--- src/rtl/pcipher_pkg.sv ---
package pcipher_pkg;

    localparam int KEY_MAX    = 64;
    localparam int KEY_ROUNDS = 4096;
    localparam int KEY_AW     = $clog2(KEY_MAX);
    localparam int LEN_W      = 7;
    localparam int ROUND_W    = $clog2(KEY_ROUNDS) + 1;
    localparam int SEED_W     = 64;
    localparam int SEED_TOP   = 56;

    typedef enum logic [1:0] {
        OP_LOAD = 2'd0,
        OP_INIT = 2'd1,
        OP_ENC  = 2'd2,
        OP_DEC  = 2'd3
    } t_op;

    typedef enum logic [2:0] {
        S_IDLE,
        S_CLEAR,
        S_KEY_RD,
        S_INV_RD,
        S_MIX_RD,
        S_MIX_W1,
        S_MIX_W2,
        S_RESULT
    } t_state;

    // Source of the byte that a mix step works with.
    typedef enum logic [1:0] {
        V_REG,
        V_KEY,
        V_INV
    } t_vsrc;

    typedef struct packed {
        logic  accept;
        logic  key_wr;
        logic  init_start;
        logic  clr_step;
        logic  key_rd;
        logic  inv_rd;
        logic  mix_rd;
        t_vsrc v_src;
        logic  wr_first;
        logic  wr_second;
        logic  round_step;
        logic  out_load;
        logic  res_inv;
    } t_cmd;

    typedef struct packed {
        logic clr_last;
        logic len_zero;
        logic round_last;
        logic out_free;
    } t_sts;

endpackage

--- src/rtl/pcipher_ctrl.sv ---
module pcipher_ctrl (
    input  logic                i_clk,
    input  logic                i_rst_n,
    input  logic                i_in_valid,
    input  logic [1:0]          i_in_operation,
    input  logic [5:0]          i_in_key_index,
    input  pcipher_pkg::t_sts   i_sts,
    output logic                o_in_ready,
    output pcipher_pkg::t_cmd   o_cmd
);

    pcipher_pkg::t_state r_state, n_state;
    pcipher_pkg::t_op    r_op, n_op;
    pcipher_pkg::t_op    in_op;
    logic                in_accept;

    assign in_op     = pcipher_pkg::t_op'(i_in_operation);
    assign in_accept = i_in_valid && (r_state == pcipher_pkg::S_IDLE);

    always_ff @(posedge i_clk) begin
        if (!i_rst_n) begin
            r_state <= pcipher_pkg::S_IDLE;
            r_op    <= pcipher_pkg::OP_LOAD;
        end else begin
            r_state <= n_state;
            r_op    <= n_op;
        end
    end

    always_comb begin
        n_state = r_state;
        n_op    = r_op;
        case (r_state)
            pcipher_pkg::S_IDLE: begin
                if (in_accept) begin
                    n_op = in_op;
                    case (in_op)
                        pcipher_pkg::OP_INIT: n_state = pcipher_pkg::S_CLEAR;
                        pcipher_pkg::OP_ENC:  n_state = pcipher_pkg::S_MIX_RD;
                        pcipher_pkg::OP_DEC:  n_state = pcipher_pkg::S_INV_RD;
                        default:              n_state = pcipher_pkg::S_IDLE;
                    endcase
                end
            end
            pcipher_pkg::S_CLEAR: begin
                if (i_sts.clr_last) begin
                    n_state = i_sts.len_zero ? pcipher_pkg::S_IDLE : pcipher_pkg::S_KEY_RD;
                end
            end
            pcipher_pkg::S_KEY_RD: n_state = pcipher_pkg::S_MIX_RD;
            pcipher_pkg::S_INV_RD: n_state = pcipher_pkg::S_MIX_RD;
            pcipher_pkg::S_MIX_RD: n_state = pcipher_pkg::S_MIX_W1;
            pcipher_pkg::S_MIX_W1: n_state = pcipher_pkg::S_MIX_W2;
            pcipher_pkg::S_MIX_W2: begin
                if (r_op == pcipher_pkg::OP_INIT) begin
                    n_state = i_sts.round_last ? pcipher_pkg::S_IDLE : pcipher_pkg::S_KEY_RD;
                end else begin
                    n_state = pcipher_pkg::S_RESULT;
                end
            end
            pcipher_pkg::S_RESULT: begin
                if (i_sts.out_free) begin
                    n_state = pcipher_pkg::S_IDLE;
                end
            end
            default: n_state = pcipher_pkg::S_IDLE;
        endcase
    end

    always_comb begin
        o_cmd      = '0;
        o_in_ready = 1'b0;
        case (r_state)
            pcipher_pkg::S_IDLE: begin
                o_in_ready      = 1'b1;
                o_cmd.accept    = in_accept;
                o_cmd.init_start = in_accept && (in_op == pcipher_pkg::OP_INIT);
                o_cmd.key_wr    = in_accept && (in_op == pcipher_pkg::OP_LOAD) &&
                                  (pcipher_pkg::LEN_W'(i_in_key_index) <
                                   pcipher_pkg::LEN_W'(pcipher_pkg::KEY_MAX));
            end
            pcipher_pkg::S_CLEAR:  o_cmd.clr_step = 1'b1;
            pcipher_pkg::S_KEY_RD: o_cmd.key_rd   = 1'b1;
            pcipher_pkg::S_INV_RD: o_cmd.inv_rd   = 1'b1;
            pcipher_pkg::S_MIX_RD: begin
                o_cmd.mix_rd = 1'b1;
                case (r_op)
                    pcipher_pkg::OP_INIT: o_cmd.v_src = pcipher_pkg::V_KEY;
                    pcipher_pkg::OP_DEC:  o_cmd.v_src = pcipher_pkg::V_INV;
                    default:              o_cmd.v_src = pcipher_pkg::V_REG;
                endcase
            end
            pcipher_pkg::S_MIX_W1: o_cmd.wr_first = 1'b1;
            pcipher_pkg::S_MIX_W2: begin
                o_cmd.wr_second  = 1'b1;
                o_cmd.round_step = (r_op == pcipher_pkg::OP_INIT);
            end
            pcipher_pkg::S_RESULT: begin
                o_cmd.out_load = i_sts.out_free;
                o_cmd.res_inv  = (r_op == pcipher_pkg::OP_DEC);
            end
            default: o_in_ready = 1'b0;
        endcase
    end

endmodule

--- config.mk ---
export PLATFORM = sky130hd
export DESIGN_NAME = pcipher_ctrl
export DESIGN_NICKNAME = d
export VERILOG_FILES = /design/src/rtl/pcipher_pkg.sv /design/src/rtl/pcipher_ctrl.sv
export SDC_FILE = /design/constraint.sdc
export NUM_CORES = 1
export LEC_CHECK = 0
export ABC_AREA = 1
export BUFFER_PORTS_ARGS = -buffer_cell sky130_fd_sc_hd__buf_2
export CAP_MARGIN = 20
export CORE_AREA = 2 2 39 41
export DETAILED_ROUTE_END_ITERATION = 10
export DIE_AREA = 0 0 41 43
export GPL_TIMING_DRIVEN = 0
export PLACE_DENSITY = 0.66
export SYNTH_ARGS = -nofsm -noshare
export SYNTH_HDL_FRONTEND = slang
export SYNTH_SLANG_ARGS = --single-unit
--- constraint.sdc ---
create_clock -name i_clk -period 1.4 [get_ports i_clk]
set_clock_uncertainty 0.15 [all_clocks]
set_input_delay 0.14 -clock i_clk [delete_from_list [all_inputs] [get_ports i_clk]]
set_output_delay 0.14 -clock i_clk [all_outputs]
set_load 0.005 [all_outputs]
# [Word-level counts from Yosys, hierarchy flattened]
# Cells that the tools add are included.
[word_totals] register_bits=5 in_bits=15 out_inout_bits=15
[op_classes] eq_ne=15 mux=18 n_reduce_logical=8
[op_table] cell="3-bit case mux with 7 select lines" n=1
[op_table] cell="3-bit two-way mux" n=6
[op_table] cell="3-bit == test, second input constant" n=4
[op_table] cell="3-bit case mux with 3 select lines" n=1
[op_table] cell="2-bit two-way mux" n=4
[op_table] cell="2-bit == test, second input constant" n=3
[op_table] cell="3-bit by 2-bit == test with 1-bit output, second input constant" n=2
[op_table] cell="2-bit != test, second input constant" n=3
[op_table] cell="1-bit two-way mux" n=5
[op_table] cell="2-bit by 1-bit == test with 1-bit output, second input constant" n=2
[op_table] cell="2-bit case mux with 2 select lines" n=1
[op_table] cell="3-bit by 1-bit == test with 1-bit output, second input constant" n=1
[op_table] cell="1-bit logical AND" n=3
[op_table] cell="3-bit zero test" n=1
[op_table] cell="3-bit AND reduction" n=1
[op_table] cell="2-bit zero test" n=1
[op_table] cell="2-bit AND reduction" n=1
[op_table] cell="2-bit OR reduction" n=1

# [Logic depth before layout (Yosys ltp)]
[logic_depth] word_depth=4 depth_mapped=9

# [Worst setup path after synthesis]
# Ideal clock, no wire load.
[synth_timing] path_kind="reg-to-output" startpoint="register r_state[0]" endpoint="output port o_cmd[11] in the netlist's numbering" t_arrival_ns=0.998 path_slack_ns=0.112 stages_incl_launch_ff=9 n_path_buf=1 path_cell_list="dfxtp_1 buf_2 nor2_2 nand2_2 inv_2 nand2_4 inv_2 nand2_2 nor2_1"
[synth_rtl] element="start: declaration" line="pcipher_ctrl.sv:12" rtl="pcipher_pkg::t_state r_state, n_state;"
[synth_rtl] element="start signal: assignment" line="pcipher_ctrl.sv:22" rtl="r_state <= pcipher_pkg::S_IDLE;"
[synth_rtl] element="start signal: assignment" line="pcipher_ctrl.sv:25" rtl="r_state <= n_state;"
[synth_rtl] element="end: declaration" line="pcipher_ctrl.sv:9" rtl="output pcipher_pkg::t_cmd o_cmd"

==> results.toml <==
[status]
outcome = "finished with violations"
violations = "setup timing"

[detailed_routing]
drtAntennaViolNets = 0
viasPerCell = 4.69
routed_wl_mm = 1.43
remaining_drc_errors = 0
num_vias = 633
drt_iter0_markers = 38
dr.pass1.iters = 4
wl_per_cell_um = 10.6

[grt]
grt_pass1_wl_mm = 1.88
grt_pass1_vias = 516
grt_max_degree = 9
grt_overflow = 0
antenna_found_initial = 0
grt_usage_pct = 15.5

[clock_network]
clk_pin_slew_ns = 0.04
clockBufferDepth = 2
htreeDepth = 1
clkLatencyLatePin_ns = 0.23
cts_sinks = 5
cts_tree = "yes"
cts_buffers = 3
cts_root_buffer = "clkbuf_4"
hold_buffers = 0

[setup_path]
r2r_start = "r_state[1]$_SDFFE_PN0P_"
r2r_setup_slack_ns = 0.06
worst-path-max-fanout = 3
arrival_ns = 1.24
slowest_stage = "dfxtp_4"
path_buf_inv = 3
cp.depth = 8
reg2reg_to = "r_op[0]$_SDFFE_PN0P_"
cpMostUsedCell = "nand2_4"
startpoint_type = "flip-flop"
crit_family = "simple AND/OR/NAND/NOR gates"
reg2regPathDepth = 8
path_class = "reg -> out"
worstSetupEndpointType = "output pin"
path_cells = "nor2_4, nand2_2, inv_2, nand2_4, inv_4, nand2_4, nor2_2, buf_2"
required_ns = 1.11
max_stage_delay_ns = 0.35

[final_layout]
mostFrequentLayoutCell = "buf_2"
layout.nets = 135
drive_above_1_share_pct = 60.5
fillers = 135
mostFrequentLayoutCells = "buf_2 (22), inv_1 (14), buf_4 (13)"
antennaDiodeCount = 0
syn_to_final_growth_pct = 96.8

[power_and_ir_drop]
total_power_mw = 1.91
ir_drop_mv = 0.904
p_leak_nw = 0.471
cellPowerDensity_nw_per_um2 = 2260

[sta]
setup_viol = 4
maxClockFrequency_mhz = 655
slew_viol_final = 0
fin_crit_sh_pct = 109
maxSlewHeadroom_pct = 88.8
finalWorstSetupSlack_ns = -0.128
period_minus_slack_ns = 1.53
worst_slew_pin_slew_ns = 0.168
hold_viol_final = 0
rsz0062_at_grt = "true"
fin_setup_tns_ns = -0.264

[die]
num_rows = 14
die_area_um2 = 1760
pin_count = 30
die_w_um = 41
core-area_um2 = 1380
initial_core_util_pct = 31.0
die_h_um = 43

[synthesis]
yosys_warnings = 0
syn_area_um2 = 429
yosysSeqAreaShare_pct = 23.3
synthCells = 77
netlist.area_leader.share_pct = 23.3
synth_seq_cells = 5
synth_cell_type_count = 17
synth_area_leaders = "dfxtp_1 (23%), nor2_1 (13%), inv_1 (12%)"
syn_area_per_cell_um2 = 5.57
yosysTopAreaCell = "dfxtp_1"
syn_nets = 92

[worst_hold_path]
min_from = "i_rst_n"
hold_end = "r_op[0]$_SDFFE_PN0P_"
hold_path.class = "in -> reg"
whs_path_depth = 3

[placed_design]
gp_congestion = 0.812
dpl.hpwl_um = 841
io_buffers = 23

[run]
maxCapViolCount = 0
==> state kept, by name, indices dropped and copies added, names as in the netlist <==
register  count
r_op          2
r_state       3
==> area by class of cell <==
cell class | count | area, µm² | share of cell area [%]
clock buffer | 4 | 26.3 | 3.11
timing repair buffer | 39 | 256 | 30.4
inverter | 18 | 72.6 | 8.59
sequential | 5 | 111 | 13.2
multi-input combinational | 53 | 358 | 42.4
tap | 16 | 20.0 | 2.37
==> cells in the mapped netlist, drive strengths merged <==
master  instances
inv            18
nor2           18
nand2          17
nand3           8
dfxtp           5
nor3            4
a21oi           3
buf             1
nand4           1
nor3b           1
o21ai           1
==> cells by family after synthesis <==
group / count (synthesis) / share of synthesized area (%)
AOI/OAI and AO/OA: 4 / 5.54
DFF: 5 / 23.3
buffers and inverters: 19 / 16.9
and+or+nand+nor: 49 / 54.2
==> per-stage QoR <==
step / std cells / hold WS (ns) / setup slack, ns / utilization (%) / cell area (µm²)
floorplan: 77 / 0.113 / 0.112 / - / 429
global placement: 116 / 0.260 / -0.00557 / 40.8 / 564
detailed placement: 116 / 0.261 / -0.0262 / 40.8 / 564
CTS: 129 / 0.00236 / -0.105 / 49.6 / 687
global route: 135 / 0.00772 / -0.201 / 61.0 / 845
finish: 135 / 0.0123 / -0.128 / 61.0 / 845
==> per-layer routing <==
layer	track usage, %	share of wire, %	up-vias	routed length, µm
met1	16.1	36	287	518
met2	27.8	57	27	814
met4	8.00	0.84	0	12
met5	0	0	-	0
li1	-	-	317	-
met3	1.57	5.5	2	79
==> worst max-delay path by stage <==
stage	slack (ns)	end	from
after floorplan	0.11	o_cmd[11]	r_state[0]$_SDFFE_PN0P_
after global placement	-0.006	o_cmd[11]	r_state[0]$_SDFFE_PN0P_
after detailed placement	-0.03	o_cmd[11]	r_state[0]$_SDFFE_PN0P_
after CTS	-0.11	o_cmd[11]	r_state[0]$_SDFFE_PN0P_
after global routing	-0.20	o_cmd[12]	r_state[1]$_SDFFE_PN0P_
final	-0.13	o_cmd[12]	r_state[1]$_SDFFE_PN0P_
==> repair_timing <==
item | in CTS | in global routing
endpoints found under the setup margin | 11 | 17
pin swaps | 4 | 12
resized for setup | 10 | 27
setup buffers | 10 | 6
endpoints found under the hold margin | 0 | 0
==> tightest hold or removal path, stage by stage <==
cell,delay (ns)
buf_2,0.13
o21ai_2,0.05
a21oi_1,0.03
==> report_power, final <==
part	total [mW]	switching, mW	internal, mW
sequential	0.297	0.0628	0.234
clock	0.161	0.0540	0.107
combinational	1.45	0.757	0.696
total	1.91	0.874	1.04
Power figures use the tool's default switching activity.
